--- src/design/smcp_pkg.sv ---
// smcp_pkg: shared types and constants for the serial motor command parser.
// No dependencies; used by smcp_line_parser, smcp_result_stage and serial_motor_command_parser.
package smcp_pkg;

  localparam int LINE_CAPACITY = 63;
  localparam int KEPT_W = $clog2(LINE_CAPACITY + 1);
  localparam logic [KEPT_W-1:0] KEPT_MAX = KEPT_W'(LINE_CAPACITY);

  localparam logic [7:0] CHAR_NEWLINE = 8'h0A;
  localparam logic [7:0] CHAR_NUL     = 8'h00;
  localparam logic [7:0] CHAR_COMMA   = 8'h2C;
  localparam logic [7:0] CHAR_PLUS    = 8'h2B;
  localparam logic [7:0] CHAR_MINUS   = 8'h2D;
  localparam logic [7:0] CHAR_ZERO    = 8'h30;
  localparam logic [7:0] CHAR_NINE    = 8'h39;
  localparam logic [7:0] CHAR_SPACE   = 8'h20;
  localparam logic [7:0] CHAR_TAB     = 8'h09;
  localparam logic [7:0] CHAR_CR      = 8'h0D;

  localparam logic [2:0] PREFIX_DONE = 3'd4;
  localparam logic [2:0] PREFIX_BAD  = 3'd7;

  localparam logic [31:0] MAG_SAT     = 32'hFFFF_FFFF;
  localparam logic [31:0] POS_LIMIT   = 32'h7FFF_FFFF;
  localparam logic [31:0] NEG_LIMIT   = 32'h8000_0000;

  typedef enum logic [1:0] {
    PH_SKIP = 2'd0,
    PH_NUM  = 2'd1,
    PH_STOP = 2'd2
  } phase_t;

  // finished command line, handed to the result stage
  typedef struct packed {
    logic        valid;
    logic        left_neg;
    logic [31:0] left_mag;
    logic        right_neg;
    logic [31:0] right_mag;
  } line_res_t;

  function automatic logic [7:0] prefix_char(input logic [1:0] idx);
    logic [7:0] c;
    case (idx)
      2'd0:    c = 8'h43; // C
      2'd1:    c = 8'h4D; // M
      2'd2:    c = 8'h44; // D
      default: c = 8'h3A; // :
    endcase
    return c;
  endfunction

  function automatic logic is_space(input logic [7:0] b);
    return (b == CHAR_SPACE) || (b >= CHAR_TAB && b <= CHAR_CR);
  endfunction

endpackage

--- src/design/smcp_if.sv ---
// smcp_if: valid/ready channel interfaces for received bytes and parsed commands.
// Depends on nothing; instantiated around serial_motor_command_parser.
interface smcp_in_if;
  logic       valid;
  logic       ready;
  logic [7:0] rx_byte;

  modport source (output valid, output rx_byte, input ready);
  modport sink   (input valid, input rx_byte, output ready);
endinterface

interface smcp_out_if;
  logic               valid;
  logic               ready;
  logic signed [31:0] left_value;
  logic signed [31:0] right_value;
  logic               clipped;

  modport source (output valid, output left_value, output right_value, output clipped,
                  input ready);
  modport sink   (input valid, input left_value, input right_value, input clipped,
                  output ready);
endinterface

--- src/design/smcp_line_parser.sv ---
// smcp_line_parser: per-byte line state, prefix match and atoi accumulators.
// Depends on smcp_pkg.
module smcp_line_parser (
  input  logic                  clk,
  input  logic                  rst_n,
  input  logic                  step,
  input  logic [7:0]            rx_byte,
  output smcp_pkg::line_res_t   line_res
);

  logic [smcp_pkg::KEPT_W-1:0] kept_count_r, kept_count_nxt;
  logic [2:0]                  prefix_r, prefix_nxt;
  logic                        ended_r, ended_nxt;
  logic                        comma_r, comma_nxt;
  smcp_pkg::phase_t            phase_r, phase_nxt;
  logic                        lneg_r, lneg_nxt, rneg_r, rneg_nxt;
  logic [31:0]                 lmag_r, lmag_nxt, rmag_r, rmag_nxt;

  logic        cur_neg, new_neg;
  logic [31:0] cur_mag, new_mag;
  logic [35:0] prod;
  logic        is_digit;

  assign cur_neg  = comma_r ? rneg_r : lneg_r;
  assign cur_mag  = comma_r ? rmag_r : lmag_r;
  assign is_digit = (rx_byte >= smcp_pkg::CHAR_ZERO) && (rx_byte <= smcp_pkg::CHAR_NINE);
  // mag * 10 + digit
  assign prod = {1'b0, cur_mag, 3'b000} + {3'b000, cur_mag, 1'b0}
              + {32'd0, rx_byte[3:0]};

  always_comb begin
    kept_count_nxt = kept_count_r;
    prefix_nxt     = prefix_r;
    ended_nxt      = ended_r;
    comma_nxt      = comma_r;
    phase_nxt      = phase_r;
    lneg_nxt       = lneg_r;
    lmag_nxt       = lmag_r;
    rneg_nxt       = rneg_r;
    rmag_nxt       = rmag_r;
    new_neg        = cur_neg;
    new_mag        = cur_mag;

    line_res.valid     = step && (rx_byte == smcp_pkg::CHAR_NEWLINE)
                         && (prefix_r == smcp_pkg::PREFIX_DONE) && comma_r;
    line_res.left_neg  = lneg_r;
    line_res.left_mag  = lmag_r;
    line_res.right_neg = rneg_r;
    line_res.right_mag = rmag_r;

    // number feed on the active side
    if (phase_r != smcp_pkg::PH_STOP) begin
      if (phase_r == smcp_pkg::PH_SKIP && smcp_pkg::is_space(rx_byte)) begin
        phase_nxt = phase_r;
      end else if (phase_r == smcp_pkg::PH_SKIP && rx_byte == smcp_pkg::CHAR_MINUS) begin
        phase_nxt = smcp_pkg::PH_NUM;
        new_neg   = 1'b1;
      end else if (phase_r == smcp_pkg::PH_SKIP && rx_byte == smcp_pkg::CHAR_PLUS) begin
        phase_nxt = smcp_pkg::PH_NUM;
      end else if (is_digit) begin
        phase_nxt = smcp_pkg::PH_NUM;
        new_mag   = (prod[35:32] != 4'd0) ? smcp_pkg::MAG_SAT : prod[31:0];
      end else begin
        phase_nxt = smcp_pkg::PH_STOP;
      end
    end

    if (rx_byte == smcp_pkg::CHAR_NEWLINE) begin
      kept_count_nxt = '0;
      prefix_nxt     = 3'd0;
      ended_nxt      = 1'b0;
      comma_nxt      = 1'b0;
      phase_nxt      = smcp_pkg::PH_SKIP;
      lneg_nxt       = 1'b0;
      lmag_nxt       = '0;
      rneg_nxt       = 1'b0;
      rmag_nxt       = '0;
    end else if (kept_count_r >= smcp_pkg::KEPT_MAX || ended_r) begin
      phase_nxt = phase_r;
    end else begin
      kept_count_nxt = kept_count_r + 1'b1;
      if (rx_byte == smcp_pkg::CHAR_NUL) begin
        ended_nxt = 1'b1;
        phase_nxt = phase_r;
      end else if (prefix_r < smcp_pkg::PREFIX_DONE) begin
        prefix_nxt = (rx_byte == smcp_pkg::prefix_char(prefix_r[1:0]))
                     ? prefix_r + 3'd1 : smcp_pkg::PREFIX_BAD;
        phase_nxt  = phase_r;
      end else if (prefix_r != smcp_pkg::PREFIX_DONE) begin
        phase_nxt = phase_r;
      end else if (!comma_r && rx_byte == smcp_pkg::CHAR_COMMA) begin
        comma_nxt = 1'b1;
        phase_nxt = smcp_pkg::PH_SKIP;
      end else if (comma_r) begin
        rneg_nxt = new_neg;
        rmag_nxt = new_mag;
      end else begin
        lneg_nxt = new_neg;
        lmag_nxt = new_mag;
      end
    end
  end

  always_ff @(posedge clk) begin
    if (!rst_n) begin
      kept_count_r <= '0;
      prefix_r     <= 3'd0;
      ended_r      <= 1'b0;
      comma_r      <= 1'b0;
      phase_r      <= smcp_pkg::PH_SKIP;
      lneg_r       <= 1'b0;
      lmag_r       <= '0;
      rneg_r       <= 1'b0;
      rmag_r       <= '0;
    end else if (step) begin
      kept_count_r <= kept_count_nxt;
      prefix_r     <= prefix_nxt;
      ended_r      <= ended_nxt;
      comma_r      <= comma_nxt;
      phase_r      <= phase_nxt;
      lneg_r       <= lneg_nxt;
      lmag_r       <= lmag_nxt;
      rneg_r       <= rneg_nxt;
      rmag_r       <= rmag_nxt;
    end
  end

endmodule

--- src/design/smcp_result_stage.sv ---
// smcp_result_stage: sign/saturate the two magnitudes and hold the output transaction.
// Depends on smcp_pkg and smcp_out_if.
module smcp_result_stage (
  input  logic                clk,
  input  logic                rst_n,
  input  smcp_pkg::line_res_t line_res,
  output logic                res_free,
  smcp_out_if.source          out_ch
);

  logic        out_valid_r, out_valid_nxt;
  logic [31:0] left_r, right_r, left_nxt, right_nxt;
  logic        clip_r, clip_nxt;
  logic        lclip, rclip;

  function automatic logic [31:0] to_value(input logic neg, input logic [31:0] mag);
    logic [31:0] v;
    if (neg) begin
      v = (mag > smcp_pkg::NEG_LIMIT) ? smcp_pkg::NEG_LIMIT : (32'd0 - mag);
    end else begin
      v = (mag > smcp_pkg::POS_LIMIT) ? smcp_pkg::POS_LIMIT : mag;
    end
    return v;
  endfunction

  function automatic logic over(input logic neg, input logic [31:0] mag);
    return neg ? (mag > smcp_pkg::NEG_LIMIT) : (mag > smcp_pkg::POS_LIMIT);
  endfunction

  assign res_free = !out_valid_r || out_ch.ready;
  assign lclip    = over(line_res.left_neg, line_res.left_mag);
  assign rclip    = over(line_res.right_neg, line_res.right_mag);

  always_comb begin
    out_valid_nxt = out_valid_r && !out_ch.ready;
    left_nxt      = left_r;
    right_nxt     = right_r;
    clip_nxt      = clip_r;
    if (line_res.valid) begin
      out_valid_nxt = 1'b1;
      left_nxt      = to_value(line_res.left_neg, line_res.left_mag);
      right_nxt     = to_value(line_res.right_neg, line_res.right_mag);
      clip_nxt      = lclip || rclip;
    end
  end

  always_ff @(posedge clk) begin
    if (!rst_n) begin
      out_valid_r <= 1'b0;
    end else begin
      out_valid_r <= out_valid_nxt;
    end
  end

  always_ff @(posedge clk) begin
    left_r  <= left_nxt;
    right_r <= right_nxt;
    clip_r  <= clip_nxt;
  end

  assign out_ch.valid       = out_valid_r;
  assign out_ch.left_value  = left_r;
  assign out_ch.right_value = right_r;
  assign out_ch.clipped     = clip_r;

endmodule

--- src/design/serial_motor_command_parser.sv ---
// serial_motor_command_parser: top level, input byte register plus parser and result stage.
// Depends on smcp_pkg, smcp_if, smcp_line_parser and smcp_result_stage.
//
// Takes one received byte per cycle. Each byte is registered on arrival and folded into the
// line state as it leaves the input register; a newline that closes a "CMD:<left>,<right>"
// line loads the output register when that newline leaves the input register. The byte path
// sustains one transaction per clock. The only stall comes from the output register: a newline
// waiting in the input register holds while an earlier result is not yet taken.
module serial_motor_command_parser (
  input  logic       clk,
  input  logic       rst_n,
  smcp_in_if.sink    in_ch,
  smcp_out_if.source out_ch
);

  logic                in_valid_r;
  logic [7:0]          in_byte_r;
  logic                res_free;
  logic                advance;
  logic                step;
  smcp_pkg::line_res_t line_res;

  assign advance     = !in_valid_r || (in_byte_r != smcp_pkg::CHAR_NEWLINE) || res_free;
  assign step        = in_valid_r && advance;
  assign in_ch.ready = advance;

  always_ff @(posedge clk) begin
    if (!rst_n) begin
      in_valid_r <= 1'b0;
    end else if (advance) begin
      in_valid_r <= in_ch.valid;
    end
  end

  always_ff @(posedge clk) begin
    if (advance) begin
      in_byte_r <= in_ch.rx_byte;
    end
  end

  smcp_line_parser u_parser (
    .clk      (clk),
    .rst_n    (rst_n),
    .step     (step),
    .rx_byte  (in_byte_r),
    .line_res (line_res)
  );

  smcp_result_stage u_result (
    .clk      (clk),
    .rst_n    (rst_n),
    .line_res (line_res),
    .res_free (res_free),
    .out_ch   (out_ch)
  );

endmodule
--- src/flat_wrapper.sv ---
// flat-port wrapper written by rule: the top's interface ports become plain ports
module serial_motor_command_parser_flat 
  (clk, rst_n, in_ch_valid, in_ch_rx_byte, in_ch_ready, out_ch_valid, out_ch_left_value, out_ch_right_value, out_ch_clipped, out_ch_ready);
  smcp_in_if in_ch_i ();
  smcp_out_if out_ch_i ();
  input  logic clk;
  input  logic rst_n;
  input wire logic [$bits(in_ch_i.valid)-1:0] in_ch_valid;
  input wire logic [$bits(in_ch_i.rx_byte)-1:0] in_ch_rx_byte;
  output wire logic [$bits(in_ch_i.ready)-1:0] in_ch_ready;
  output wire logic [$bits(out_ch_i.valid)-1:0] out_ch_valid;
  output wire logic [$bits(out_ch_i.left_value)-1:0] out_ch_left_value;
  output wire logic [$bits(out_ch_i.right_value)-1:0] out_ch_right_value;
  output wire logic [$bits(out_ch_i.clipped)-1:0] out_ch_clipped;
  input wire logic [$bits(out_ch_i.ready)-1:0] out_ch_ready;
  assign in_ch_i.valid = in_ch_valid;
  assign in_ch_i.rx_byte = in_ch_rx_byte;
  assign in_ch_ready = in_ch_i.ready;
  assign out_ch_valid = out_ch_i.valid;
  assign out_ch_left_value = out_ch_i.left_value;
  assign out_ch_right_value = out_ch_i.right_value;
  assign out_ch_clipped = out_ch_i.clipped;
  assign out_ch_i.ready = out_ch_ready;
  serial_motor_command_parser u_core (.clk(clk), .rst_n(rst_n), .in_ch(in_ch_i), .out_ch(out_ch_i));
endmodule
--- config.mk ---
export PLATFORM = sky130hd
export DESIGN_NAME = serial_motor_command_parser_flat
export DESIGN_NICKNAME = d
export VERILOG_FILES = /design/src/design/smcp_pkg.sv /design/src/design/smcp_if.sv /design/src/design/smcp_line_parser.sv /design/src/design/smcp_result_stage.sv /design/src/design/serial_motor_command_parser.sv /design/src/flat_wrapper.sv
export SDC_FILE = /design/constraint.sdc
export NUM_CORES = 1
export LEC_CHECK = 0
export BUFFER_PORTS_ARGS = -buffer_cell sky130_fd_sc_hd__buf_2
export CORE_MARGIN = 1
export CORE_UTILIZATION = 30
export DETAILED_ROUTE_END_ITERATION = 10
export SLEW_MARGIN = 20
export SYNTH_ARGS = -nofsm -noshare
export SYNTH_HDL_FRONTEND = slang
export SYNTH_HIERARCHICAL = 1
export SYNTH_SLANG_ARGS = --single-unit
--- constraint.sdc ---
create_clock -name clk -period 4.2 [get_ports clk]
set_input_delay 0.21 -clock clk [delete_from_list [all_inputs] [get_ports clk]]
set_output_delay 0.21 -clock clk [all_outputs]
set_load 0.02 [all_outputs]
==> flow_metrics.env <==
export IMPL_finalNonFillerCells=1764
export IMPL_place_area_sq_mm=0.0120
export IMPL_r2r_slack_ns=0.22
export IMPL_min_period_over_period=0.947
export IMPL_num_rows=69
export IMPL_syn_nets=1273
export IMPL_root_buffer="clkbuf_16"
export IMPL_crit_family="compound AO/OA/AOI/OAI gates"
export IMPL_end_kind="flip-flop"
export IMPL_post_cts_buffers=0
export IMPL_async_reset_ff_frac=0
export IMPL_grtUsageTotal=0.174
export IMPL_worst_path_buf_inv=1
export IMPL_grt_first_pass_wirelength_microns=50500
export IMPL_antenna_found_initial=0
export IMPL_area_delta_synth_final_pct=16.9
export IMPL_leakage_nw=5.47
export IMPL_synth_area_leaders="edfxtp_1 20%, dfxtp_1 15%, ha_1 7.9%"
export IMPL_holdCritStartpoint="in_ch_valid"
export IMPL_ant_nets=0
export IMPL_core_area_sq_mm=0.0356
export IMPL_fin_util=0.357
export IMPL_drive_above_1_share=0.213
export IMPL_grt_ovfl_total=0
export IMPL_reg2reg_from="u_core/u_parser/comma_r$_SDFFE_PN0P_"
export IMPL_final_cell_area_sq_mm=0.0127
export IMPL_arrival_ns=4.36
export IMPL_io_pins=79
export IMPL_grt_max_degree=66
export IMPL_synth_cell_types=94
export IMPL_synth_top_family_by_area="compound AO/OA/AOI/OAI gates"
export IMPL_startpoint_type="flip-flop"
export IMPL_vias=9925
export IMPL_clockBufferDepth=2
export IMPL_max_stage_delay_ns=0.42
export IMPL_dp_cells=1723
export IMPL_finalSetupTns_ns=0
export IMPL_synth_edff_count=73
export IMPL_synth_fa_ha_area_frac=0.0831
export IMPL_dr_pass1_iters=6
export IMPL_drc_errors=0
export IMPL_numCtsBuffers=17
export IMPL_hpwl_microns=23700
export IMPL_fin_nets=1372
export IMPL_cts_tree="built"
export IMPL_die_h_microns=192
export IMPL_die_area_sq_mm=0.0370
export IMPL_cp_required_ns=4.58
export IMPL_first_global_vias=9285
export IMPL_relSlewSlack=0.290
export IMPL_setup_viol=0
export IMPL_cp_cell_sequence="buf_12 > mux2_2 > ha_1 > ha_1 > a21o_1 > a21o_1 > a21oi_1 > o21ai_0 > o2111ai_1 > mux2_4 > o211a_1 > a31oi_1 > a22o_1"
export IMPL_dieWidth_microns=192
export IMPL_ys_warn_count=6
export IMPL_viasPerCell=5.63
export IMPL_initial_core_util=0.306
export IMPL_final_hold_viol_count=0
export IMPL_clock_fmax_mhz=251
export IMPL_ir_drop_uv=184
export IMPL_yosysTopAreaCell="edfxtp_1"
export IMPL_hold_end="u_core/in_valid_r$_SDFFE_PN0P_"
export IMPL_whs_ns=0.0970
export IMPL_path_clk_slew_ns=0.07
export IMPL_htree_num_levels=4
export IMPL_port_buffers=78
export IMPL_muxShareOfSynthArea=0.0441
export IMPL_final_max_slew_viol_count=0
export IMPL_power_density_mw_per_mm2=253
export IMPL_cts_sinks=154
export IMPL_syn_avg_cell_area_sq_um=9.13
export IMPL_min_path_type="in -> reg"
export IMPL_ys_ff_latch=154
export IMPL_synth_simple_area_share=0.184
export IMPL_synth_compound_area_share=0.264
export IMPL_synth_xor_area_frac=0.0291
export IMPL_wl_per_cell_microns=18.2
export IMPL_worst_pin_slew_ns=1.06
export IMPL_crit_type="reg -> reg"
export IMPL_status="complete, no violations"
export IMPL_fin_crit_ns=3.98
export IMPL_drtIter0Drc=690
export IMPL_clock_latency_ns=0.44
export IMPL_drt_wl_total_microns=32100
export IMPL_syn_instance_count=1190
export IMPL_ys_seq_area_frac=0.351
export IMPL_worstSetupPathDepth=13
export IMPL_worst_path_max_delay_cell="mux2_2"
export IMPL_r2r_cells=13
export IMPL_gp_congestion=0.905
export IMPL_grt_setup_unrepaired="no"
export IMPL_synthFlopType="dfxtp_1"
export IMPL_maxCapViolations=0
export IMPL_holdPathStages=3
export IMPL_fin_worst_skew_ns=0.0107
export IMPL_worst_path_max_fanout=29
export IMPL_r2r_end="u_core/u_parser/rmag_r[4]$_SDFFE_PN0P_"
export IMPL_yosys_area_top_type_share=0.202
export IMPL_mappedNetlistArea_sq_mm=0.0109
worst max-delay path by stage:
stage,startpoint,to,slack (ns)
floorplan,u_core/u_parser/comma_r$_SDFFE_PN0P_,u_core/u_parser/rmag_r[22]$_SDFFE_PN0P_,0.11
global placement,u_core/u_parser/comma_r$_SDFFE_PN0P_,u_core/u_parser/lmag_r[30]$_SDFFE_PN0P_,0.21
detailed placement,u_core/u_parser/comma_r$_SDFFE_PN0P_,u_core/u_parser/rmag_r[0]$_SDFFE_PN0P_,0.15
CTS,u_core/u_parser/comma_r$_SDFFE_PN0P_,u_core/u_parser/rmag_r[0]$_SDFFE_PN0P_,0.14
global route,u_core/u_parser/comma_r$_SDFFE_PN0P_,u_core/u_parser/lmag_r[6]$_SDFFE_PN0P_,0.01
finish,u_core/u_parser/comma_r$_SDFFE_PN0P_,u_core/u_parser/rmag_r[4]$_SDFFE_PN0P_,0.22
where the power goes:
part	total (mW)	internal, mW	leakage (nW)	switching, mW
sequential	1.58	1.57	1.40	0.0108
combinational	0.117	0.0455	3.78	0.0713
clock	1.52	0.863	0.294	0.654
total	3.21	2.48	5.47	0.736
worst register-to-register path, stage by stage, from the launching register on:
cell	delay, ns
dfxtp_2	0.40
buf_12	0.22
mux2_2	0.45
ha_1	0.32
ha_1	0.31
a21o_1	0.19
a21o_1	0.23
a21oi_1	0.22
o21ai_0	0.20
o2111ai_1	0.33
mux2_4	0.36
o211a_1	0.19
a31oi_1	0.33
a22o_1	0.17
cell usage after synthesis (all sizes together) (8+ instances only):
cell	instances
o32ai	27
nor4	20
o21ai	105
nor3	33
dfxtp	81
o211ai	8
a21oi	97
o22ai	9
nand2b	9
xor2	20
a21o	23
a31oi	22
clkbuf	46
a211oi	13
and3	9
nor2	80
or2	8
a311oi	11
o41ai	8
inv	31
nand3	31
edfxtp	73
a22o	10
ha	69
nor2b	11
nand2	116
or4	17
nand4	19
buf	24
xnor2	14
mux2	36
repair_timing:
item | 4_1_cts | 5_1_grt
resized for setup | 0 | 4
hold endpoints to repair | 8 | 0
hold buffers | 8 | 0
setup endpoints to repair | 0 | 45
metrics by stage:
stage               setup slack (ns)  power, mW
floorplan                      0.109       1.69
global placement               0.205       1.72
detailed placement             0.150       1.72
CTS                            0.136       3.23
global route                  0.0149       3.30
finish                         0.224       3.21
layout make-up:
cell class	count	area [sq um]
multi-input combinational	935	6610
fill	3629	22900
clock inverter	10	76.3
sequential	154	3810
timing repair buffer	150	1000
antenna	1	2.50
inverter	31	116
clock buffer	22	505
tap	461	577
cell families (layout without fill, tap and decap cells):
logic type | count (synthesis) | in the layout
AOI/OAI and AO/OA | 396 | 396
and+or+nand+nor | 391 | 391
DFF | 154 | 154
buffers and inverters | 101 | 213
adders and majority gates | 71 | 71
muxes | 43 | 43
xor gates and xnor gates | 34 | 34
other | 0 | 1
registers in the layout, indices dropped and copies added, names as in the netlist:
| name | flops |
|---|---|
| u_core/u_parser/comma_r | 1 |
| u_core/in_valid_r | 1 |
| u_core/u_parser/lneg_r | 1 |
| u_core/u_parser/kept_count_r | 6 |
| u_core/u_result/out_ch.clipped | 1 |
| u_core/u_result/out_ch.right_value | 32 |
| u_core/u_parser/rneg_r | 1 |
| u_core/u_parser/phase_r | 2 |
| u_core/u_parser/ended_r | 1 |
| u_core/in_byte_r | 8 |
| u_core/u_result/out_ch.left_value | 32 |
| u_core/u_result/out_ch.valid | 1 |
| u_core/u_parser/prefix_r | 3 |
| u_core/u_parser/lmag_r | 32 |
| u_core/u_parser/rmag_r | 32 |
metal layers:
metal,track usage,vias up,wire [microns]
li1,-,4766,-
met1,0.233,4775,14500
met2,0.286,341,15000
met3,0.0247,43,1750
met4,0.0615,0,796
met5,0,-,0
cell usage in the layout, fill, tap and decap left out, drive strengths merged, types with 31 or more instances in the layout:
master,instances
a21oi,97
buf,142
dfxtp,81
edfxtp,73
ha,69
inv,37
mux2,36
nand2,116
nand3,31
nor2,80
nor3,33
o21ai,105
(Power assumes the default switching activity.)
